<file path="src/design/rme_pkg.sv">
package rme_pkg;

   // Width of the request, response and register fields
   localparam int FIELD_W = 32;
   localparam int CSR_INDEX_W = 2;

   // Register indexes
   localparam logic [CSR_INDEX_W-1:0] CSR_MODULUS = 2'd0;
   localparam logic [CSR_INDEX_W-1:0] CSR_PUBLIC_EXP = 2'd1;
   localparam logic [CSR_INDEX_W-1:0] CSR_PRIVATE_EXP = 2'd2;

   // Action codes
   localparam logic ACTION_ENCRYPT = 1'b0;
   localparam logic ACTION_DECRYPT = 1'b1;

   // Control that travels with each request through the stages
   typedef struct packed {
      logic valid;
      logic action;
   } stage_ctl_type;

endpackage

</file>
<file path="src/design/rme_div_stage.sv">
module rme_div_stage import rme_pkg::*; #(
   parameter int W = 32,
   parameter int BIT_IDX = 0
) (
   input  logic          clock,
   input  logic          reset,
   input  logic          advance,
   input  stage_ctl_type ctl_in,
   input  logic [W-1:0]  modulus,
   input  logic [W-1:0]  rem_in,
   input  logic [W-1:0]  msg_in,
   output stage_ctl_type ctl_out,
   output logic [W-1:0]  rem_out,
   output logic [W-1:0]  msg_out
);

   stage_ctl_type ctl_ff;
   logic [W-1:0] rem_ff, rem_in_next;
   logic [W-1:0] msg_ff;
   logic [W:0] shifted, diff;

   // Bring down one message bit and subtract the modulus if it fits
   always_comb begin
      shifted = {rem_in, msg_in[BIT_IDX]};
      diff = shifted - {1'b0, modulus};
      rem_in_next = (shifted >= {1'b0, modulus}) ? diff[W-1:0] : shifted[W-1:0];
   end

   always_ff @(posedge clock) begin
      if (reset) begin
         ctl_ff <= '0;
      end else if (advance) begin
         ctl_ff <= ctl_in;
      end
   end

   always_ff @(posedge clock) begin
      if (advance) begin
         rem_ff <= rem_in_next;
         msg_ff <= msg_in;
      end
   end

   assign ctl_out = ctl_ff;
   assign rem_out = rem_ff;
   assign msg_out = msg_ff;

endmodule

</file>
<file path="config.mk">
export PLATFORM = sky130hd
export DESIGN_NAME = rme_div_stage
export DESIGN_NICKNAME = d
export VERILOG_FILES = /design/src/design/rme_pkg.sv /design/src/design/rme_div_stage.sv
export SDC_FILE = /design/constraint.sdc
export NUM_CORES = 1
export LEC_CHECK = 0
export BUFFER_PORTS_ARGS = -buffer_cell sky130_fd_sc_hd__buf_2
export CORE_MARGIN = 2
export CORE_UTILIZATION = 49
export DETAILED_ROUTE_END_ITERATION = 7
export PLACE_DENSITY = 0.83
export SLEW_MARGIN = 20
export SYNTH_ARGS = -nofsm -noshare
export SYNTH_HDL_FRONTEND = slang
export SYNTH_SLANG_ARGS = --single-unit
export TNS_END_PERCENT = 1
</file>
<file path="constraint.sdc">
create_clock -name clock -period 3.8 [get_ports clock]
set_input_delay 0.38 -clock clock [delete_from_list [all_inputs] [get_ports clock]]
set_output_delay 0.38 -clock clock [all_outputs]
set_load 0.05 [all_outputs]
</file>
# Yosys cells after proc, flatten, opt, wreduce, memory -nomap -nowiden
# Index checks and enable logic that the tools add are counted.
[totals]
reg_bits = 66
input_bits = 101
out_inout_bits = 66
elab_cells = 7
[op_classes]
n_mux = 1
magnitude_cmp = 1
addsub = 1
[op_table]
columns = ["operator", "n"]
rows = [
  ["$ge A33 B32 Y1", 1],
  ["$mux W32", 1],
  ["$sub A32 B32 Y32", 1],
]

# Logic depth before layout (Yosys ltp)
# Gate-level depths: netlist of run 1.
[depth]
depth_word = 2
mapped_depth = 13
mapped_depth_nobuf = 12

# Worst setup path after synthesis of run 1
# Ideal clock, no wire load.
[synth_timing]
path_kind = "input port to flip-flop"
startpoint = "input port msg_in[0]"
endpoint = "register rem_ff[28] (netlist: rem_out[28]), data pin"
n_path_buf = 0
t_arrival_ps = 2685
cell_stages = 12
setup_slack_ps = 855
cell_sequence = "inv_1 > ha_1 > inv_1 > fa_1 > a21o_1 > a221oi_4 > o2111ai_1 > a31o_1 > a221oi_4 > o221ai_2 > xor2_1 > mux2_2"
[synth_via]
elab_chain_cells = 2
[synth_lines]
columns = ["element", "line", "rtl"]
rows = [
  ["start, declared", "rme_div_stage.sv:11", "input logic [W-1:0] msg_in,"],
  ["$sub A32 B32 Y32 / $ge A33 B32 Y1 (equally long branches)", "rme_div_stage.sv:25, rme_div_stage.sv:26", ""],
  ["$mux W32 *", "rme_div_stage.sv:26", "rem_in_next = (shifted >= {1'b0, modulus}) ? diff[W-1:0] : shifted[W-1:0];"],
  ["via rem_in_next[28]", "rme_div_stage.sv:18", "logic [W-1:0] rem_ff, rem_in_next;"],
  ["end signal, assigned", "rme_div_stage.sv:39", "rem_ff <= rem_in_next;"],
  ["end, declared", "rme_div_stage.sv:18", ""],
]
# Mark *: on every way through the listed nets, which the timed path passes. The rest lies on a longest branch.
# A chain may end at the register's enable or synchronous reset.

# Worst setup path after layout of run 1
# Ends and elaborated chain as after synthesis.

==> flow_summary.ini, run 1 <==
[clocking]
numCtsBuffers = 9
cts_root_buffer = clkbuf_8
h-tree-depth = 3
cts_hold_buffers = 0
cts_tree = built
cts.repair.resized = 0
clkSlewWorstSetupHoldPaths_ps = 80
worstSkewPairLatency_ps = 340
cts.sinks = 66
cts_buffer_depth = 2
postCtsSetupBuffers = 0

[pwr]
p_leak_uw = 0.002462
vdd_drop_max_mv = 0.1787
power_density_nw_per_um2 = 446.6
p_total_uw = 2387

[logic_synthesis]
synth_fp_nets = 549
synthDistinctLibCells = 49
synth_top_area_frac = 0.4588
synthTopCellsByCount = edfxtp_1, inv_1, nand2_1
ys_ff_latch = 66
synthTopCellsByArea = edfxtp_1, ha_1, inv_1
yosys_warnings = 0
yosysTopAreaCell = edfxtp_1
synth_edf_count = 64
synth_ff_type = edfxtp_1
synthCells = 415
ys_seq_area_frac = 0.4683
async_flop_share = 0
synth.most_common_cell = edfxtp_1
avgSynthCellArea_um2 = 10.09
syn-cell-area_um2 = 4189

[outcome]
status = finished clean

[global_routing]
grt_use_total = 0.2253
grt_pass1_vias = 3582
grt_pass1_wl_um = 16150
grt_overflow = 0
antenna_found_initial = 0
grt_max_degree = 31

[place]
hpwl_um = 8478
globalplace.congestion = 0.8808
io_buffers = 166
place_ws_ps = 501.3

[floorplanning]
die_h_um = 96.46
pin_count = 167
start_util = 0.5073
dieArea_um2 = 9305
rows = 33
core_area_um2 = 8258
dieWidth_um = 96.46

[job]
maxCapViolCount = 0

[routing]
ant_nets = 0
initialDrtViolationCount = 131
drc = 0
wl_per_cell_um = 15.52
dr_total_vias = 3729
dr.pass1.iters = 4
wl_um = 10760
vias_per_cell = 5.381

[hold_path]
min_path_type = input port to register

[sta]
clock_skew_ps = 0
final.setup.worst_slack_ps = 850.3
worstMarginPinSlew_ps = 533.2
fin_setup_tns_ps = 0
relSlewSlack = 0.6399
period_share = 0.7762
min_period_ps = 2950
finalSetupViolCount = 0
clock.fmax_mhz = 339.0
slew_violations = 0
rsz0062_at_grt = no
hold_viol = 0

[setup_path]
critPathArrivalTime_ps = 3050
max_stage_delay_ps = 410
cp-start-kind = input port
crit_type = input port to register
critPathRequiredTime_ps = 3900
worst-path-max-fanout = 4
crit_path_top_delay_cell = fa_1
cp_cell_sequence = buf_2 -> inv_1 -> ha_1 -> inv_1 -> fa_1 -> a21o_1 -> a221oi_4 -> o2111ai_1 -> a31o_1 -> a221oi_4 -> o221ai_2 -> xor2_1 -> mux2_2
endpoint_kind = register

[finish]
layout-drive-gt1-share = 0.3333
nets = 717
n_antenna_cell = 0
syn2layout_area_growth_pct = 27.60
post-route-util = 0.6473
==> power breakdown <==
| part | switching (uW) | internal (uW) | leakage [uW] |
|---|---|---|---|
| Clock | 293 | 322 | 0.000103 |
| Sequential | 20.4 | 904 | 0.000642 |
| Combinational | 590 | 257 | 0.00172 |
| Total | 904 | 1480 | 0.00246 |
==> registers in the layout (all words and copies together) (netlist names) <==
register and count:
ctl_out 2, msg_out 32, rem_out 32
==> path summary, 6_finish.rpt <==
path	from	endpoint	slack, ps	cells past startpoint
worst max register to register	ctl_out[0]	ctl_out[0]	3190	2
worst max-delay path	msg_in[0]	rem_out[28]	850	13
worst min-delay path	reset	ctl_out[0]	210	2
worst min register to register	ctl_out[1]	ctl_out[1]	510	2
==> logic make-up (layout without fill, tap and decap cells) <==
logic type	count (synthesis)	count (layout)	synth area share
AO/OA/AOI/OAI	123	123	0.1938
XOR/XNOR	26	26	0.05436
adder cells (fa/ha/maj)	33	33	0.1004
buffers and inverters	61	234	0.05675
flip-flops	66	66	0.4683
multiplexers	7	7	0.01822
AND/OR/NAND/NOR	99	99	0.1081
==> area by class of cell <==
class | count | area, um2
Sequential cell | 66 | 1962
Timing Repair Buffer | 172 | 875.8
Multi-Input combinational cell | 288 | 2001
Fill cell | 686 | 2913
Clock buffer | 10 | 137.6
Clock inverter | 6 | 65.06
Tap cell | 105 | 131.4
Inverter | 46 | 172.7
==> placed cells by master, fill, tap and decap left out, types with 10 or more instances in the layout <==
cell      Yosys  layout
ha_1         32      32
a21oi_1      30      29
xnor2_1      13      13
o21ai_0      30      30
nor2_1       19      19
buf_2         1     166
xor2_1       13      13
edfxtp_1     64      64
inv_1        46      46
nand2_1      46      46
clkbuf_8      0      10
==> worst max-delay path, delay by kind of cell <==
kind	cells	cell delay [ps]
buffers and inverters	3	220
muxes	1	270
adders and majority gates	2	550
AOI/OAI and AO/OA	6	1480
xor gates and xnor gates	1	150
==> per-layer routing <==
metal | track usage | wire length [um] | vias up
met5 | 0 | 0 | -
met4 | 0.07512 | 176 | 0
met3 | 0.06206 | 910 | 17
met2 | 0.4091 | 5423 | 136
met1 | 0.2543 | 4246 | 1724
li1 | - | - | 1852
==> through the flow <==
| stage | hold WS, ps | cell area (um2) | cells |
|---|---|---|---|
| 2_1_floorplan | 452.4 | 4189 | 415 |
| 3_3_place_gp | 469.5 | 5142 | 677 |
| 3_5_place_dp | 492.0 | 5142 | 677 |
| 4_1_cts | 199.7 | 5345 | 693 |
| 5_1_grt | 189.1 | 5345 | 693 |
| 6_report | 209.0 | 5345 | 693 |
Note: power is estimated with default switching activity, not from simulation.
==> run 2, diff against run 1 <==
- CORE_UTILIZATION: 49 -> 45
- PLACE_DENSITY: 0.83 -> 0.8
- clock period: 3.8 -> 2.6 ns (I/O delays scaled with it)
==> flow_summary.ini, run 2 (synthesis gave the netlist of run 1 again) <==
[routing]
dr_total_vias = 3918
ant_nets = 0
wl_per_cell_um = 14.91
initialDrtViolationCount = 174
wl_um = 11210
drc = 0
vias_per_cell = 5.210
dr.pass1.iters = 5

[global_routing]
grt_max_degree = 67
grt_pass1_wl_um = 17380
grt_use_total = 0.2178
grt_overflow = 0
grt_pass1_vias = 3847
antenna_found_initial = 0

[place]
placed_area_um2 = 5534
dp_cells = 733
globalplace.congestion = 0.8342
hpwl_um = 8771
io_buffers = 166

[sta]
hold_slack_ps = 89.08
rsz0062_at_grt = yes
relSlewSlack = 0.4351
finalSetupViolCount = 1
period_share = 1.019
worstMarginPinSlew_ps = 847.4
hold_viol = 0
slew_violations = 0
clock.fmax_mhz = 377.6
clock_skew_ps = 0
min_period_ps = 2649
final.setup.worst_slack_ps = -48.52

[floorplanning]
rows = 35
start_util = 0.4577
dieWidth_um = 100.5
dieArea_um2 = 10100
die_h_um = 100.5
core_area_um2 = 9153
pin_count = 167

[pwr]
pwr-share-clk = 0.270
vdd_drop_max_mv = 0.3738
power.internal_uw = 2340
switching_power_uw = 1377
sequentialPowerShare = 0.363
pwr-share-comb = 0.367
p_leak_uw = 0.002734
swShare = 0.3704
power_density_nw_per_um2 = 638.3

[outcome]
status = finished, violations left
violations = setup timing

[finish]
layout_commonest_cell = buf_2
fin_cells = 752
fin_area_um2 = 5823
syn2layout_area_growth_pct = 39.01
nets = 769
layout_common_cells = buf_2, edfxtp_1, buf_4, nand2_1, inv_1
layout-drive-gt1-share = 0.4000

[hold_path]
min_path_type = input port to register

[clocking]
worstSkewPairLatency_ps = 330
cts_buffer_depth = 2
cts.sinks = 66
clkSlewWorstSetupHoldPaths_ps = 90
numCtsBuffers = 9
h-tree-depth = 3
cts_tree = built
cts_root_buffer = clkbuf_8
cts_hold_buffers = 0

[setup_path]
critPathArrivalTime_ps = 2750
worst-path-max-fanout = 2
critPathRequiredTime_ps = 2700
endpoint_kind = register
crit_type = input port to register
cp-start-kind = input port

[job]
maxCapViolCount = 0
[run 2: routing by layer]
metal	part of all wire	track usage	vias to the layer above	wire, um
met5	0	0	-	0
met4	0.0091	0.06533	0	102
met3	0.063	0.04785	8	711
met2	0.52	0.4011	139	5818
met1	0.41	0.2521	1822	4581
li1	-	-	1949	-
[run 2: stage by stage]
| step | setup WS [ps] | total power [uW] | utilization | setup TNS [ps] |
|---|---|---|---|---|
| 2_1_floorplan | -193.8 | 2280 | - | -212.1 |
| 3_3_place_gp | -374.0 | 2684 | 0.6046 | -4066 |
| 3_5_place_dp | -441.5 | 2712 | 0.6046 | -5757 |
| 4_1_cts | 8.813 | 3730 | 0.6310 | 0 |
| 5_1_grt | -141.6 | 3891 | 0.6360 | -364.5 |
| 6_report | -48.52 | 3717 | 0.6362 | -48.52 |
[run 2: power groups by stage]
| stage | clock (uW) | combinational (uW) | sequential (uW) |
|---|---|---|---|
| floorplan | 0 | 464 | 1820 |
| global placement | 0 | 1310 | 1370 |
| detailed placement | 0 | 1340 | 1370 |
| CTS | 1030 | 1350 | 1350 |
| global route | 1070 | 1460 | 1360 |
| finish | 1000 | 1360 | 1350 |
[run 2: timing repair]
action / CTS / global route
pin swaps: 1 / 11
gates resized for setup: 0 / 11
setup endpoints to repair: 2 / 11
cloned: 0 / 0
buffers inserted: 2 / 0
[run 2: path summary, 6_finish.rpt]
check | slack, ps | depth (start not counted) | endpoint | from
worst max-delay path | -50 | 13 | rem_out[28] | msg_in[0]
worst min-delay path | 90 | 2 | ctl_out[0] | reset
worst max register to register | 1950 | 2 | ctl_out[0] | ctl_out[0]
worst min register to register | 540 | 2 | ctl_out[1] | ctl_out[1]
[run 2: critical path: stages]
cell,delay [ps]
buf_6,100
inv_4,50
ha_4,140
inv_4,30
fa_2,350
a21o_1,200
a221oi_4,300
o2111ai_2,170
a31o_1,290
a221oi_4,270
o221ai_2,150
xor2_1,170
mux2_4,270
[run 2: cell type report]
class | instances | area, um2
flip-flops and latches | 66 | 1962
diodes | 1 | 2.502
clock buffers | 9 | 123.9
fillers | 740 | 3329
clock inverters | 7 | 102.6
well taps | 111 | 138.9
multi-input cells | 288 | 2043
repair buffers | 224 | 1272
inverters | 46 | 177.7
==> run 3, diff against run 2 <==
- CORE_MARGIN: 2 -> 1
==> flow_summary.ini, run 3 (synthesis gave the netlist of run 1 again) <==
[pwr]
vdd_drop_max_mv = 0.3148
power_density_nw_per_um2 = 647.2
p_leak_uw = 0.002709

[clocking]
worstSkewPairLatency_ps = 340
clkSlewWorstSetupHoldPaths_ps = 80
numCtsBuffers = 9
cts_root_buffer = clkbuf_8
h-tree-depth = 3
cts_buffer_depth = 2
cts.sinks = 66
cts_tree = built

[sta]
fin_setup_tns_ps = 0
min_period_ps = 2554
rsz0062_at_grt = yes
finalSetupViolCount = 0
clock_skew_ps = 0
period_share = 0.9824
relSlewSlack = 0.6535
hold_viol = 0
hold_slack_ps = 90.54
slew_violations = 0
clock.fmax_mhz = 391.5
worstMarginPinSlew_ps = 519.8
final.setup.worst_slack_ps = 45.68

[setup_path]
critPathArrivalTime_ps = 2660
worst-path-max-fanout = 3
max_stage_delay_ps = 350
cp-start-kind = input port
cp_cell_sequence = buf_2 -> inv_2 -> ha_4 -> inv_2 -> fa_2 -> a21o_1 -> a221oi_4 -> o2111ai_2 -> a31o_1 -> a221oi_4 -> o221ai_2 -> xor2_1 -> mux2_2
endpoint_kind = register
cp_top_family = compound AO/OA/AOI/OAI gates
crit_path_top_delay_cell = fa_2
critPathRequiredTime_ps = 2700
crit_type = input port to register
crit_buf_inv = 3

[place]
place_ws_ps = -433.6
globalplace.congestion = 0.8427
hpwl_um = 8861
dp_cells = 726
io_buffers = 166

[global_routing]
grt_overflow = 0
grt_pass1_wl_um = 17960
antenna_found_initial = 0
grt_use_total = 0.2345
grt_max_degree = 25
grt_pass1_vias = 3866

[floorplanning]
rows = 34
dieWidth_um = 98.48
dieArea_um2 = 9698
core_area_um2 = 8848
pin_count = 167
die_h_um = 98.48
start_util = 0.4734

[routing]
dr_total_vias = 3918
ant_nets = 0
vias_per_cell = 5.273
dr.pass1.iters = 8
wl_per_cell_um = 15.21
drc = 16
initialDrtViolationCount = 264
wl_um = 11300

[finish]
fin_cells = 743
syn2layout_area_growth_pct = 38.08
layout_common_cells = buf_2, edfxtp_1, buf_4, nand2_1, inv_1
n_antenna_cell = 0
layout-drive-gt1-share = 0.3921
nets = 765
layout_commonest_cell = buf_2

[hold_path]
min_path_type = input port to register

[outcome]
status = finished, violations left
violations = DRC

[job]
maxCapViolCount = 0
## run 3: cell type report
class                           count  area, um2
Timing Repair Buffer              220       1249
Tap cell                          108      135.1
Clock buffer                        9      123.9
Multi-Input combinational cell    288       2036
Sequential cell                    66       1962
Fill cell                         721       3064
Inverter                           46      172.7
Clock inverter                      6      106.4
## run 3: report_power, final
group	switching, uW	internal (uW)
logic	890	460
registers	30.4	1320
clock network	414	627
## run 3: layer usage
layer,vias to the layer above,share of wire,GRT usage
li1,1942,-,-
met1,1808,0.40,0.2714
met2,152,0.51,0.4301
met3,16,0.071,0.04610
met4,0,0.019,0.08496
met5,-,0,0
## run 3: worst paths after layout
path              startpoint           to  slack, ps  depth (start not counted)
setup / recovery   msg_in[0]  rem_out[28]         50                         13
hold reg to reg   ctl_out[1]   ctl_out[1]        510                          2
setup reg to reg  ctl_out[0]   ctl_out[0]       1990                          2
hold / removal    msg_in[18]  msg_out[18]         90                          1
## run 3: stage by stage
stage | cell area [um2] | total power [uW] | utilization
floorplan | 4198 | 2280 | -
detailed placement | 5513 | 2706 | 0.6230
global route | 5784 | 3899 | 0.6537
global placement | 5513 | 2680 | 0.6230
finish | 5784 | 3744 | 0.6537
CTS | 5751 | 3749 | 0.6499
## run 3: what timing repair did
action                                  CTS  global route
pin swaps                                 4             4
resized for setup                         0             6
hold buffers                              0             0
buffers inserted                          1             1
endpoints found under the setup margin    3            15
cloned                                    0             0
