### src/design/rme_pkg.sv
package rme_pkg;

   // Width of the request, response and register fields
   localparam int FIELD_W = 32;
   localparam int CSR_INDEX_W = 2;

   // Register indexes
   localparam logic [CSR_INDEX_W-1:0] CSR_MODULUS = 2'd0;
   localparam logic [CSR_INDEX_W-1:0] CSR_PUBLIC_EXP = 2'd1;
   localparam logic [CSR_INDEX_W-1:0] CSR_PRIVATE_EXP = 2'd2;

   // Action codes
   localparam logic ACTION_ENCRYPT = 1'b0;
   localparam logic ACTION_DECRYPT = 1'b1;

   // Control that travels with each request through the stages
   typedef struct packed {
      logic valid;
      logic action;
   } stage_ctl_type;

endpackage

### src/design/rme_mul_stage.sv
module rme_mul_stage import rme_pkg::*; #(
   parameter int W = 32,
   parameter int BIT_IDX = 0,
   parameter bit FINAL = 1'b0
) (
   input  logic          clock,
   input  logic          reset,
   input  logic          advance,
   input  stage_ctl_type ctl_in,
   input  logic          exp_bit,
   input  logic [W-1:0]  modulus,
   input  logic [W-1:0]  r_in,
   input  logic [W-1:0]  base_in,
   input  logic [W-1:0]  acc1_in,
   input  logic [W-1:0]  acc2_in,
   output stage_ctl_type ctl_out,
   output logic [W-1:0]  r_out,
   output logic [W-1:0]  base_out,
   output logic [W-1:0]  acc1_out,
   output logic [W-1:0]  acc2_out
);

   stage_ctl_type ctl_ff;
   logic [W-1:0] r_ff, base_ff, acc1_ff, acc2_ff;
   logic [W-1:0] r_in_next, base_in_next, acc1_in_next, acc2_in_next;
   logic [W-1:0] step1, step2;
   logic mul_bit;

   // One shift-and-add step: (2*acc + add) mod n, the sum stays below 3n
   function automatic logic [W-1:0] dbl_add(input logic [W-1:0] acc,
                                            input logic [W-1:0] add,
                                            input logic [W-1:0] n);
      logic [W+1:0] sum, d1, d2;
      logic [W-1:0] res;
      sum = {1'b0, acc, 1'b0} + {2'b00, add};
      d1 = sum - {2'b00, n};
      d2 = sum - {1'b0, n, 1'b0};
      if (sum >= {1'b0, n, 1'b0}) begin
         res = d2[W-1:0];
      end else if (sum >= {2'b00, n}) begin
         res = d1[W-1:0];
      end else begin
         res = sum[W-1:0];
      end
      return res;
   endfunction

   // Multiply result by base and base by base, one bit of base per stage
   always_comb begin
      mul_bit = base_in[BIT_IDX];
      step1 = dbl_add(acc1_in, mul_bit ? r_in : '0, modulus);
      step2 = dbl_add(acc2_in, mul_bit ? base_in : '0, modulus);
      if (FINAL) begin
         r_in_next = exp_bit ? step1 : r_in;
         base_in_next = step2;
         acc1_in_next = '0;
         acc2_in_next = '0;
      end else begin
         r_in_next = r_in;
         base_in_next = base_in;
         acc1_in_next = step1;
         acc2_in_next = step2;
      end
   end

   always_ff @(posedge clock) begin
      if (reset) begin
         ctl_ff <= '0;
      end else if (advance) begin
         ctl_ff <= ctl_in;
      end
   end

   always_ff @(posedge clock) begin
      if (advance) begin
         r_ff <= r_in_next;
         base_ff <= base_in_next;
         acc1_ff <= acc1_in_next;
         acc2_ff <= acc2_in_next;
      end
   end

   assign ctl_out = ctl_ff;
   assign r_out = r_ff;
   assign base_out = base_ff;
   assign acc1_out = acc1_ff;
   assign acc2_out = acc2_ff;

endmodule

### config.mk
export PLATFORM = sky130hd
export DESIGN_NAME = rme_mul_stage
export DESIGN_NICKNAME = d
export VERILOG_FILES = /design/src/design/rme_pkg.sv /design/src/design/rme_mul_stage.sv
export SDC_FILE = /design/constraint.sdc
export NUM_CORES = 1
export LEC_CHECK = 0
export BUFFER_PORTS_ARGS = -buffer_cell sky130_fd_sc_hd__buf_2
export CORE_AREA = 2 2 171 173
export DETAILED_ROUTE_END_ITERATION = 16
export DIE_AREA = 0 0 173 175
export PLACE_DENSITY = 0.84
export SLEW_MARGIN = 15
export SYNTH_ARGS = -nofsm -noshare
export SYNTH_HDL_FRONTEND = slang
export SYNTH_SLANG_ARGS = --single-unit
### constraint.sdc
create_clock -name clock -period 8.76 [get_ports clock]
set_input_delay 1.752 -clock clock [delete_from_list [all_inputs] [get_ports clock]]
set_output_delay 1.752 -clock clock [all_outputs]
set_load 0.02 [all_outputs]
## Yosys cells after proc, flatten, opt, wreduce, memory -nomap -nowiden

Index checks and enable logic that the tools add are counted.

| word-level totals | value |
|---|---|
| bits in registers | 130 |
| logic and storage cells | 22 |

| cells by class | value |
|---|---|
| $lt $le $gt $ge | 4 |
| mux-type cells | 6 |
| add/subtract/negate cells | 6 |

Operators by type and width:

| operator | count |
|---|---|
| 32-bit two-way mux | 6 |
| 32-bit subtractor | 4 |
| 33-bit by 32-bit adder with 34-bit output | 2 |
| 34-bit by 32-bit >= comparator with 1-bit output | 2 |
| 34-bit by 33-bit >= comparator with 1-bit output | 2 |

## Logic depth before layout (Yosys ltp)

Gate-level depths: netlist (run 1).

| depth | value |
|---|---|
| depth after elaboration | 5 |
| depth in mapped cells | 28 |
| mapped depth without buffers | 24 |

## Worst setup path after synthesis (run 1)

OpenSTA, ideal clock, no wires.

| path | value |
|---|---|
| kind | in2reg |
| from | input port base_in[0] |
| to | register acc2_ff[13] (netlist: acc2_out[13]) (data pin) |
| stages | 25 |
| path slack | 1713 ps |
| library setup time | 270 ps |
| arrival | 6777 ps |
| data required time | 8490 ps |
| path through | clkbuf_1 -> clkbuf_1 -> and2_1 -> ha_1 -> a21o_1 -> or3_1 -> o21ai_2 -> a211oi_1 -> o311a_4 -> o21ai_0 -> or3b_2 -> and2_1 -> ha_1 -> and3_1 -> nand4_1 -> or2_2 -> o22ai_1 -> a21oi_1 -> a21oi_1 -> o221a_2 -> or2_0 -> clkbuf_1 -> clkbuf_1 -> o21a_1 -> a21oi_1 |

| on the way | value |
|---|---|
| cells in the longest elaborated chain, start to end | 5 |

RTL lines:

| element | RTL line | source |
|---|---|---|
| from (decl) | rme_mul_stage.sv:13 | `input logic [W-1:0] base_in,` |
| 32-bit two-way mux * | rme_mul_stage.sv:52 | `step2 = dbl_add(acc2_in, mul_bit ? base_in : '0, modulus);` |
| 33-bit by 32-bit adder with 34-bit output * | rme_mul_stage.sv:35 | `sum = {1'b0, acc, 1'b0} + {2'b00, add};` |
| 32-bit subtractor / 34-bit by 32-bit >= comparator with 1-bit output (equally long branches) | rme_mul_stage.sv:36, rme_mul_stage.sv:40 |  |
| 32-bit two-way mux | rme_mul_stage.sv:40 | `end else if (sum >= {2'b00, n}) begin` |
| 32-bit two-way mux * | rme_mul_stage.sv:38 | `if (sum >= {1'b0, n, 1'b0}) begin` |
| net acc2_in_next[13] | rme_mul_stage.sv:25 | `logic [W-1:0] r_in_next, base_in_next, acc1_in_next, acc2_in_next;` |
| to (signal assigned) | rme_mul_stage.sv:79 | `acc2_ff <= acc2_in_next;` |
| to (decl) | rme_mul_stage.sv:24 | `logic [W-1:0] r_ff, base_ff, acc1_ff, acc2_ff;` |

Mark *: on every way through the listed nets, which the timed path passes. The rest lies on a longest branch.
A chain may end at the register's enable or synchronous reset.

## Final worst setup path (run 1)

| path | value |
|---|---|
| from | input port base_in[0] |
| to | register acc2_ff[16] (netlist: acc2_out[16]) (data pin) |

Same word-level chain as after synthesis.

==> metrics.txt, run 1 <==
post-route minimum period ~7.6 ns; placed cell count ~2,500; number of setup buffers added after CTS 0; maximum net fanout on the critical path 34; cell area after synthesis approximately 15,000 µm²; switching part of the total power 44.4%; Die Y-Extent roughly 180 µm; type of element launching the critical path input pin; P_int ~2.2 mW; final instance count without filler cells around 2,500; clock-pin slew of the registers on the worst-case setup and hold paths around 0.06 ns; Row Count 62; CTS Root Buffer Type sky130_fd_sc_hd__clkbuf_16; count of flip-flops with a built-in enable after synthesis ~130; register bit count reported by yosys 130; share of the yosys chip area belonging to registers about a quarter; horizontal die dimension around 170 µm; via density per instance just over 6; FFs w/ async S/R, synth 0%; TritonCTS clock tree built; initial antenna violation count 1; gp weighted congestion approximately 0.95; commonest non-fill, non-tap cells in the layout 293 x sky130_fd_sc_hd__buf_2, 190 x sky130_fd_sc_hd__ha_1, 175 x sky130_fd_sc_hd__a21oi_1, 128 x sky130_fd_sc_hd__edfxtp_1, 126 x sky130_fd_sc_hd__nand2_1; met1 track utilization from global routing between 30 and 40%; Max Clock Freq about 0.13 GHz; clock buffer depth 2; fillcell total between 2,000 and 2,500; Worst EP required 8.92 ns; global-route track usage on met3 between 4 and 5%; relative slew slack 35.0%; leakage between 8 and 9 nW; most common library cell in the layout ignoring fill and taps sky130_fd_sc_hd__buf_2; Most Crowded Layer GR met2; vias in the first global route around 14,000; Sw Pwr approximately 1.7 mW; final worst path period share between 80% and 90%; largest vdd supply drop around 0.09 mV; met2 usage in global routing between 40% and 50%; Layout Utilization 63.2%; Iter 0 DRT Violations ~1,400; Min-Delay Path Class register to register; gr ovfl total 0; Critical Path Sink Type register; Crit Path Category input pin to register; number of buffers created by CTS 17; area of all placed cells without fillers roughly 18,000 µm²; I/O Pins roughly 300; proportion of layout cells with a drive suffix above 1 17.6%; actual slew at the worst max-slew pin 0.975 ns; clock tree sinks 130; number of pins exceeding their max-slew limit in the final report 0; setup TNS 0 ns; die footprint 30,300 µm²; total of buffers placed on input and output ports 294; R2R Setup Slk ~8 ns; Final Hold Fails 0; HPWL Detailed roughly 36,000 µm; iteration count of the initial detailed-routing pass 6; post-CTS resize count 0; number of instances in the synthesized netlist 1,800; maximum number of pins on one net before global-route repair approximately 70; Post-synth top flop sky130_fd_sc_hd__edfxtp_1; number of maximum-capacitance violations 0; clock network power share between 10% and 20%; hold-fix buffer count after cts 0; run status finished, final reports clean; number of nets in the final layout roughly 2,500; aggregate routed wire length 45,300 µm; total number of yosys warnings 0; arrival time worst endpoint 7.81 ns; number of distinct library cell variants in the gate-level netlist after synthesis 83; Post-Syn Area per Cell around 8.6 µm²; Syn Nets around 2,200; relative contribution of sequential cells to total power a little under a quarter; power density over cell area 219 nW/µm²; P&R area growth vs syn 16.0%; via total after detailed routing around 15,000; antenna violation net count after detailed routing 0; unrepaired setup endpoints after global routing no; DRC violation count after routing 0; total power approximately 3.9 mW; htree depth 4; final setup violation count 0; post-place instance area roughly 17,000 µm²; combinational share of power between 50% and 60%; global routing usage summed across all routing layers between 20 and 30%; initial cell density of the core between 50% and 60%; area of the core approximately 28,000 µm²; post-route clock skew 0 ns; clock latency reported for the late side of the worst-skew pair roughly 0.45 ns; Wirelength per Cell around 18 µm; wire length of the first global-routing pass 71,000 µm
-- state kept, by name (all words and copies together), names as in the netlist --
| signal | flops |
|---|---|
| r_out | 32 |
| acc2_out | 32 |
| ctl_out | 2 |
| acc1_out | 32 |
| base_out | 32 |
-- power by group through the flow --
stage	logic (mW)	clock network [mW]	registers, mW
floorplan	1.47	0	1.11
global placement	2.19	0	0.937
finish	2.30	0.690	0.925
CTS	2.27	0.696	0.925
detailed placement	2.25	0	0.936
global route	2.51	0.716	0.937
-- routing by layer --
metal	part of all wire, %	wire (µm)
met3	6.6	3000
met5	0	0
met1	44	19700
met4	3.1	1410
met2	47	21100
-- kinds of logic after synthesis --
kind of cell             count (synthesis)  synth area share [%]
multiplexers                            64                  4.15
AO/OA/AOI/OAI                          592                  25.0
XOR/XNOR                               145                  8.21
buffers and inverters                  136                  3.71
adder cells (fa/ha/maj)                196                  16.2
flip-flops                             130                  25.1
AND/OR/NAND/NOR                        537                  17.6
-- worst paths after layout --
path | cells past startpoint | from | end
worst max-delay path | 24 | base_in[0] | acc2_out[16]
worst min register to register | 2 | ctl_out[1] | ctl_out[1]
worst max register to register | 2 | ctl_out[0] | ctl_out[0]
worst min-delay path | 2 | ctl_out[1] | ctl_out[1]
-- final cells by class --
type / count / area, µm² / area share (%)
diodes: 1 / 2.50 / 0.0140
clock buffers: 17 / 425 / 2.37
clock inverters: 15 / 120 / 0.670
inverters: 93 / 349 / 1.95
multi-input cells: 1534 / 11000 / 61.4
flip-flops and latches: 130 / 3880 / 21.7
well taps: 384 / 480 / 2.68
repair buffers: 313 / 1660 / 9.25
-- synth_stat cells (4+ instances only) --
library cell / n / share of area [%]
sky130_fd_sc_hd__a221oi_1: 8 / 0.45
sky130_fd_sc_hd__o21a_1: 28 / 1.4
sky130_fd_sc_hd__nand2b_1: 27 / 1.1
sky130_fd_sc_hd__nor2b_1: 25 / 1.0
sky130_fd_sc_hd__or3_1: 13 / 0.53
sky130_fd_sc_hd__o21bai_1: 27 / 1.3
sky130_fd_sc_hd__nor3_1: 40 / 1.3
sky130_fd_sc_hd__edfxtp_1: 128 / 25
sky130_fd_sc_hd__a31oi_1: 21 / 0.85
sky130_fd_sc_hd__nand2_1: 126 / 3.1
sky130_fd_sc_hd__o211a_1: 7 / 0.45
sky130_fd_sc_hd__nor2_1: 110 / 2.7
sky130_fd_sc_hd__a221o_1: 4 / 0.26
sky130_fd_sc_hd__xor2_1: 46 / 2.6
sky130_fd_sc_hd__nand3_1: 41 / 1.3
sky130_fd_sc_hd__nor4_1: 8 / 0.32
sky130_fd_sc_hd__a311o_1: 4 / 0.26
sky130_fd_sc_hd__a31o_2: 5 / 0.28
sky130_fd_sc_hd__a211oi_1: 27 / 1.3
sky130_fd_sc_hd__xnor2_1: 99 / 5.6
sky130_fd_sc_hd__and4_1: 8 / 0.45
sky130_fd_sc_hd__mux2i_1: 63 / 4.1
sky130_fd_sc_hd__or2_2: 8 / 0.32
sky130_fd_sc_hd__o22ai_1: 7 / 0.28
sky130_fd_sc_hd__clkbuf_1: 32 / 0.78
sky130_fd_sc_hd__o21ai_0: 98 / 3.2
sky130_fd_sc_hd__nor3b_1: 5 / 0.24
sky130_fd_sc_hd__o21ai_1: 11 / 0.36
sky130_fd_sc_hd__ha_1: 190 / 15
sky130_fd_sc_hd__and3_1: 17 / 0.69
sky130_fd_sc_hd__o31a_1: 4 / 0.23
sky130_fd_sc_hd__a21o_1: 70 / 3.4
sky130_fd_sc_hd__fa_1: 6 / 0.78
sky130_fd_sc_hd__o31ai_1: 9 / 0.44
sky130_fd_sc_hd__a211o_1: 9 / 0.51
sky130_fd_sc_hd__nand4_1: 20 / 0.81
sky130_fd_sc_hd__o211ai_1: 19 / 0.92
sky130_fd_sc_hd__and2_1: 74 / 3.0
sky130_fd_sc_hd__a21boi_0: 12 / 0.58
sky130_fd_sc_hd__a22oi_1: 10 / 0.49
sky130_fd_sc_hd__inv_1: 93 / 2.3
sky130_fd_sc_hd__a21oi_1: 175 / 5.7
-- critical path, stage by stage --
cell                       delay (ns)
sky130_fd_sc_hd__buf_2           0.41
sky130_fd_sc_hd__buf_4           0.39
sky130_fd_sc_hd__and2_1          0.18
sky130_fd_sc_hd__ha_1            0.22
sky130_fd_sc_hd__inv_1           0.07
sky130_fd_sc_hd__fa_1            0.39
sky130_fd_sc_hd__nand2b_1        0.18
sky130_fd_sc_hd__a21oi_1         0.23
sky130_fd_sc_hd__o21ai_2         0.15
sky130_fd_sc_hd__a211oi_1        0.44
sky130_fd_sc_hd__o311a_4         0.29
sky130_fd_sc_hd__o31ai_1         0.12
sky130_fd_sc_hd__o311ai_0        0.35
sky130_fd_sc_hd__buf_4           0.20
sky130_fd_sc_hd__ha_1            0.30
sky130_fd_sc_hd__a21oi_1         0.34
sky130_fd_sc_hd__o21ai_0         0.25
sky130_fd_sc_hd__a31oi_1         0.23
sky130_fd_sc_hd__a311o_1         0.15
sky130_fd_sc_hd__o21ai_0         0.14
sky130_fd_sc_hd__nor4_4          0.31
sky130_fd_sc_hd__buf_12          0.25
sky130_fd_sc_hd__mux2i_1         0.26
sky130_fd_sc_hd__o21ai_1         0.16
-- metrics by stage --
stage	setup WS, ns	hold slack (ns)
after floorplan	1.71	0.579
after global placement	0.725	0.468
after detailed placement	0.636	0.505
after CTS	1.08	0.522
after global routing	0.584	0.538
final	1.11	0.523
Power figures use the tool's default switching activity.
==> run 2, diff against run 1 <==
--- a/config.mk
+++ b/config.mk
@@ -6,10 +6,10 @@
 export NUM_CORES = 1
 export LEC_CHECK = 0
 export BUFFER_PORTS_ARGS = -buffer_cell sky130_fd_sc_hd__buf_2
-export CORE_AREA = 2 2 171 173
+export CORE_AREA = 2 2 238 240
 export DETAILED_ROUTE_END_ITERATION = 16
-export DIE_AREA = 0 0 173 175
-export PLACE_DENSITY = 0.84
+export DIE_AREA = 0 0 240 242
+export PLACE_DENSITY = 0.51
 export SLEW_MARGIN = 15
 export SYNTH_ARGS = -nofsm -noshare
 export SYNTH_HDL_FRONTEND = slang
==> metrics.txt, run 2 (synthesized netlist as in run 1, its figures left out) <==
placed cell count between 2,000 and 3,000; Min-Delay Path Class register to register; aggregate routed wire length roughly 50,000 µm; unrepaired setup endpoints after global routing no; proportion of layout cells with a drive suffix above 1 between 15 and 20%; Critical Path Sink Type register; total power 3.97 mW; post-CTS resize count 0; post-route minimum period 7.45 ns; iteration count of the initial detailed-routing pass 7; post-route clock skew 0 ns; Wirelength per Cell 17.9 µm; number of nets in the final layout between 2,000 and 2,500; via total after detailed routing approximately 14,000; htree depth 4; Layout Utilization 33.2%; Row Count 87; gr ovfl total 0; final worst path period share 85.1%; die footprint 58,100 µm²; maximum net fanout on the critical path 7; Die Y-Extent between 200 and 250 µm; leakage just over 8 nW; maximum number of pins on one net before global-route repair 70; final instance count without filler cells around 2,900; gp weighted congestion between 0.8 and 0.9; number of pins exceeding their max-slew limit in the final report 0; clock network power share 18.2%; P&R area growth vs syn 19.6%; Iter 0 DRT Violations between 600 and 700; Worst EP required just over 9 ns; clock tree sinks 130; post-route worst hold slack 0.501 ns; antenna violation net count after detailed routing 0; area of the core 55,700 µm²; horizontal die dimension roughly 240 µm; power density over cell area roughly 210 nW/µm²; global routing usage summed across all routing layers about 17%; TritonCTS clock tree built; I/O Pins a little under 300; relative contribution of sequential cells to total power between 20% and 30%; number of maximum-capacitance violations 0; CTS Root Buffer Type sky130_fd_sc_hd__clkbuf_16; commonest non-fill, non-tap cells in the layout 293 x sky130_fd_sc_hd__buf_2, 190 x sky130_fd_sc_hd__ha_1, 175 x sky130_fd_sc_hd__a21oi_1, 128 x sky130_fd_sc_hd__edfxtp_1, 126 x sky130_fd_sc_hd__nand2_1; wire length of the first global-routing pass approximately 78,000 µm; most common library cell in the layout ignoring fill and taps sky130_fd_sc_hd__buf_2; Sw Pwr between 1.5 and 2 mW; total of buffers placed on input and output ports between 200 and 300; actual slew at the worst max-slew pin 0.865 ns; arrival time worst endpoint 7.78 ns; via density per instance ~5.0; number of setup buffers added after CTS 0; hold-fix buffer count after cts 0; initial cell density of the core between 20 and 30%; HPWL Detailed roughly 43,000 µm; clock-pin slew of the registers on the worst-case setup and hold paths 0.06 ns; R2R Setup Slk 8.17 ns; Crit Path Category input pin to register; setup TNS 0 ns; combinational share of power 58.5%; P_int about 2.2 mW; final setup violation count 0; number of buffers created by CTS 17; type of element launching the critical path input pin; clock buffer depth 2; fillcell total ~6,000; initial antenna violation count 2; largest vdd supply drop about 0.16 mV; clock latency reported for the late side of the worst-skew pair about 0.48 ns; Final Hold Fails 0; Max Clock Freq 0.134 GHz; vias in the first global route 14,400; switching part of the total power approximately 44%; relative slew slack slightly above 40%; DRC violation count after routing 0; run status finished, final reports clean
run 2: critical path, cell delays in order:
cell and delay (ns):
sky130_fd_sc_hd__buf_2 0.15, sky130_fd_sc_hd__and2_1 0.14, sky130_fd_sc_hd__ha_1 0.20, sky130_fd_sc_hd__inv_1 0.07
sky130_fd_sc_hd__fa_1 0.39, sky130_fd_sc_hd__nand2b_1 0.18, sky130_fd_sc_hd__a211oi_1 0.47, sky130_fd_sc_hd__o211a_1 0.30
sky130_fd_sc_hd__nor2_1 0.09, sky130_fd_sc_hd__o21ai_1 0.40, sky130_fd_sc_hd__a41o_1 0.25, sky130_fd_sc_hd__a21oi_1 0.08
sky130_fd_sc_hd__xnor2_1 0.43, sky130_fd_sc_hd__ha_1 0.39, sky130_fd_sc_hd__a21o_1 0.21, sky130_fd_sc_hd__a21o_1 0.18
sky130_fd_sc_hd__a21oi_1 0.20, sky130_fd_sc_hd__o21bai_1 0.13, sky130_fd_sc_hd__a21oi_1 0.19, sky130_fd_sc_hd__nand4_1 0.18
sky130_fd_sc_hd__or3_1 0.58, sky130_fd_sc_hd__buf_4 0.23, sky130_fd_sc_hd__or4_1 0.47, sky130_fd_sc_hd__nand3_1 0.13
run 2: final cells by class:
class | instances | area (µm²) | share of cell area (%)
Multi-Input combinational cell | 1534 | 11000 | 59.6
Sequential cell | 130 | 3880 | 21.0
Antenna cell | 1 | 2.50 | 0.0135
Clock inverter | 15 | 144 | 0.778
Clock buffer | 17 | 425 | 2.30
Tap cell | 756 | 946 | 5.12
Inverter | 93 | 349 | 1.89
Timing Repair Buffer | 320 | 1720 | 9.32
run 2: metrics by stage:
stage | worst slack, ns | cell area [µm²]
final | 1.31 | 18500
after detailed placement | 0.770 | 17900
after global routing | 0.775 | 18500
after CTS | 1.29 | 18500
after global placement | 0.837 | 17900
after floorplan | 1.71 | 15500
run 2: final timing paths:
path             endpoint  cells past startpoint        from
max          acc1_out[30]                     24  base_in[0]
min            ctl_out[1]                      2  ctl_out[1]
max reg2reg    ctl_out[0]                      2  ctl_out[0]
min reg2reg    ctl_out[1]                      2  ctl_out[1]
run 2: layer usage:
layer / vias up / global-route usage [%] / wire (µm) / share of wire [%]
met3: 56 / 2.96 / 2060 / 4.0
li1: 7345 / - / - / -
met1: 6728 / 22.1 / 23800 / 46
met2: 309 / 29.6 / 24100 / 47
met4: 0 / 6.10 / 1230 / 2.4
met5: - / 0 / 0 / 0
run 2: power groups by stage:
| stage | sequential [mW] | clock (mW) | combinational [mW] |
|---|---|---|---|
| 2_1_floorplan | 1.11 | 0 | 1.47 |
| 3_3_place_gp | 0.940 | 0 | 2.31 |
| 3_5_place_dp | 0.941 | 0 | 2.32 |
| 4_1_cts | 0.931 | 0.751 | 2.33 |
| 5_1_grt | 0.941 | 0.767 | 2.57 |
| 6_report | 0.928 | 0.721 | 2.32 |
==> run 3, diff against run 2 <==
--- a/config.mk
+++ b/config.mk
@@ -10,6 +10,7 @@
 export DETAILED_ROUTE_END_ITERATION = 16
 export DIE_AREA = 0 0 240 242
 export PLACE_DENSITY = 0.51
+export RECOVER_POWER = 50
 export SLEW_MARGIN = 15
 export SYNTH_ARGS = -nofsm -noshare
 export SYNTH_HDL_FRONTEND = slang
==> metrics.txt, run 3 (synthesized netlist as in run 1, its figures left out) <==
Wirelength per Cell approximately 18 µm; largest vdd supply drop 0.155 mV; initial cell density of the core ~28%; P&R area growth vs syn 18.8%; aggregate routed wire length ~51,000 µm; unrepaired setup endpoints after global routing no; post-route minimum period approximately 7.4 ns; post-place instance area between 15,000 and 20,000 µm²; Critical Path Sink Type register; maximum net fanout on the critical path 7; clock latency reported for the late side of the worst-skew pair 0.48 ns; area of the core 55,700 µm²; hold-fix buffer count after cts 0; final worst path period share between 80% and 90%; Max Clock Freq ~0.13 GHz; Layout Utilization about 33%; antenna violation net count after detailed routing 0; final setup violation count 0; clock-pin slew of the registers on the worst-case setup and hold paths approximately 0.06 ns; Iter 0 DRT Violations approximately 600; type of element launching the critical path input pin; area of all placed cells without fillers about 18,000 µm²; number of buffers created by CTS 17; actual slew at the worst max-slew pin between 4 and 5 ns; iteration count of the initial detailed-routing pass 5; commonest non-fill, non-tap cells in the layout 205 x sky130_fd_sc_hd__buf_2, 190 x sky130_fd_sc_hd__ha_1, 175 x sky130_fd_sc_hd__a21oi_1, 128 x sky130_fd_sc_hd__edfxtp_1, 126 x sky130_fd_sc_hd__nand2_1; violated checks max-capacitance violations, max-slew violations; wire length of the first global-routing pass between 70,000 and 80,000 µm; total of buffers placed on input and output ports 294; Die Y-Extent roughly 240 µm; number of pins exceeding their max-slew limit in the final report 70; via density per instance ~5.0; fillcell total 6,010; die footprint between 50,000 and 60,000 µm²; run status complete, but fails checks; relative slew slack -172%; number of setup buffers added after CTS 0; setup TNS 0 ns; leakage ~8.0 nW; initial antenna violation count 2; clock tree sinks 130; number of nets in the final layout 2,458; Min-Delay Path Class register to register; number of maximum-capacitance violations 1; post-route worst hold slack ~0.50 ns; HPWL Detailed ~43,000 µm; met3 WL post-DR 2080 µm; detailed-routing wirelength on met1 23,900 µm; via total after detailed routing about 14,000; final instance count without filler cells between 2,000 and 3,000; global routing usage summed across all routing layers 17.4%; placed cell count ~2,800; maximum number of pins on one net before global-route repair 70; Row Count between 80 and 90; TritonCTS clock tree built; most common library cell in the layout ignoring fill and taps sky130_fd_sc_hd__buf_2; DRC violation count after routing 0; proportion of layout cells with a drive suffix above 1 roughly 14%; highest metal layer used by the detailed router met4; I/O Pins a little under 300; clock buffer depth 2; post-CTS resize count 0; Final Hold Fails 0; Hold Path Cell Cnt 2; Reg2Reg Depth 2; arrival time worst endpoint between 7 and 8 ns; met2 wire len about 24,000 µm; power density over cell area around 220 nW/µm²; gr ovfl total 0; horizontal die dimension ~240 µm; gp weighted congestion between 0.8 and 0.9; CTS Root Buffer Type sky130_fd_sc_hd__clkbuf_16; post-route clock skew 0 ns; Worst EP required 9.08 ns; vias in the first global route around 14,000; htree depth 4; Crit Path Category input pin to register
==> run 3: changes by cell type in the layout (fill, tap and decap cells not counted), sizes merged <==
| cell | delta |
|---|---|
| buf | -89 |
| clkbuf | +89 |
==> run 3: power by group <==
group	total, mW	leakage, nW	internal, mW	switching, mW
Sequential	0.932	1.27	0.886	0.0463
Combinational	2.31	6.50	0.910	1.40
Clock	0.722	0.269	0.413	0.308
==> run 3: final cells by class <==
type / count / area, µm² / area share, %
antenna: 1 / 2.50 / 0.0136
clock buffer: 17 / 425 / 2.32
clock inverter: 15 / 144 / 0.783
inverter: 93 / 349 / 1.90
multi-input combinational: 1534 / 11000 / 60.0
sequential: 130 / 3880 / 21.1
tap: 756 / 946 / 5.15
timing repair buffer: 320 / 1610 / 8.74
==> run 3: metrics by stage <==
stage / setup slack (ns) / total power [mW]
after CTS: 1.29 / 4.02
after global placement: 0.837 / 3.25
after floorplan: 1.71 / 2.59
final: 1.34 / 3.96
after global routing: 0.775 / 4.27
after detailed placement: 0.770 / 3.26
==> run 3: final timing paths <==
path                            startpoint  slack (ns)      endpoint
worst max-delay path            base_in[0]        1.34  acc1_out[30]
worst min-delay path            ctl_out[1]        0.50    ctl_out[1]
worst max register to register  ctl_out[0]        8.11    ctl_out[0]
worst min register to register  ctl_out[1]        0.50    ctl_out[1]
==> run 3: layer usage <==
layer | GRT usage [%] | vias up
li1 | - | 7343
met1 | 22.1 | 6754
met2 | 29.6 | 309
met3 | 2.96 | 56
met4 | 6.10 | 0
met5 | 0 | -
==> run 3: critical path: stages <==
cell and delay [ns]:
sky130_fd_sc_hd__buf_2 0.14, sky130_fd_sc_hd__and2_1 0.14, sky130_fd_sc_hd__ha_1 0.20, sky130_fd_sc_hd__inv_1 0.07, sky130_fd_sc_hd__fa_1 0.39, sky130_fd_sc_hd__nand2b_1 0.18, sky130_fd_sc_hd__a211oi_1 0.46, sky130_fd_sc_hd__o211a_1 0.30
sky130_fd_sc_hd__nor2_1 0.09, sky130_fd_sc_hd__o21ai_1 0.40, sky130_fd_sc_hd__a41o_1 0.25, sky130_fd_sc_hd__a21oi_1 0.08, sky130_fd_sc_hd__xnor2_1 0.42, sky130_fd_sc_hd__ha_1 0.39, sky130_fd_sc_hd__a21o_1 0.21, sky130_fd_sc_hd__a21o_1 0.18
sky130_fd_sc_hd__a21oi_1 0.19, sky130_fd_sc_hd__o21bai_1 0.13, sky130_fd_sc_hd__a21oi_1 0.19, sky130_fd_sc_hd__nand4_1 0.18, sky130_fd_sc_hd__or3_1 0.58, sky130_fd_sc_hd__buf_4 0.23, sky130_fd_sc_hd__or4_1 0.47, sky130_fd_sc_hd__nand3_1 0.13
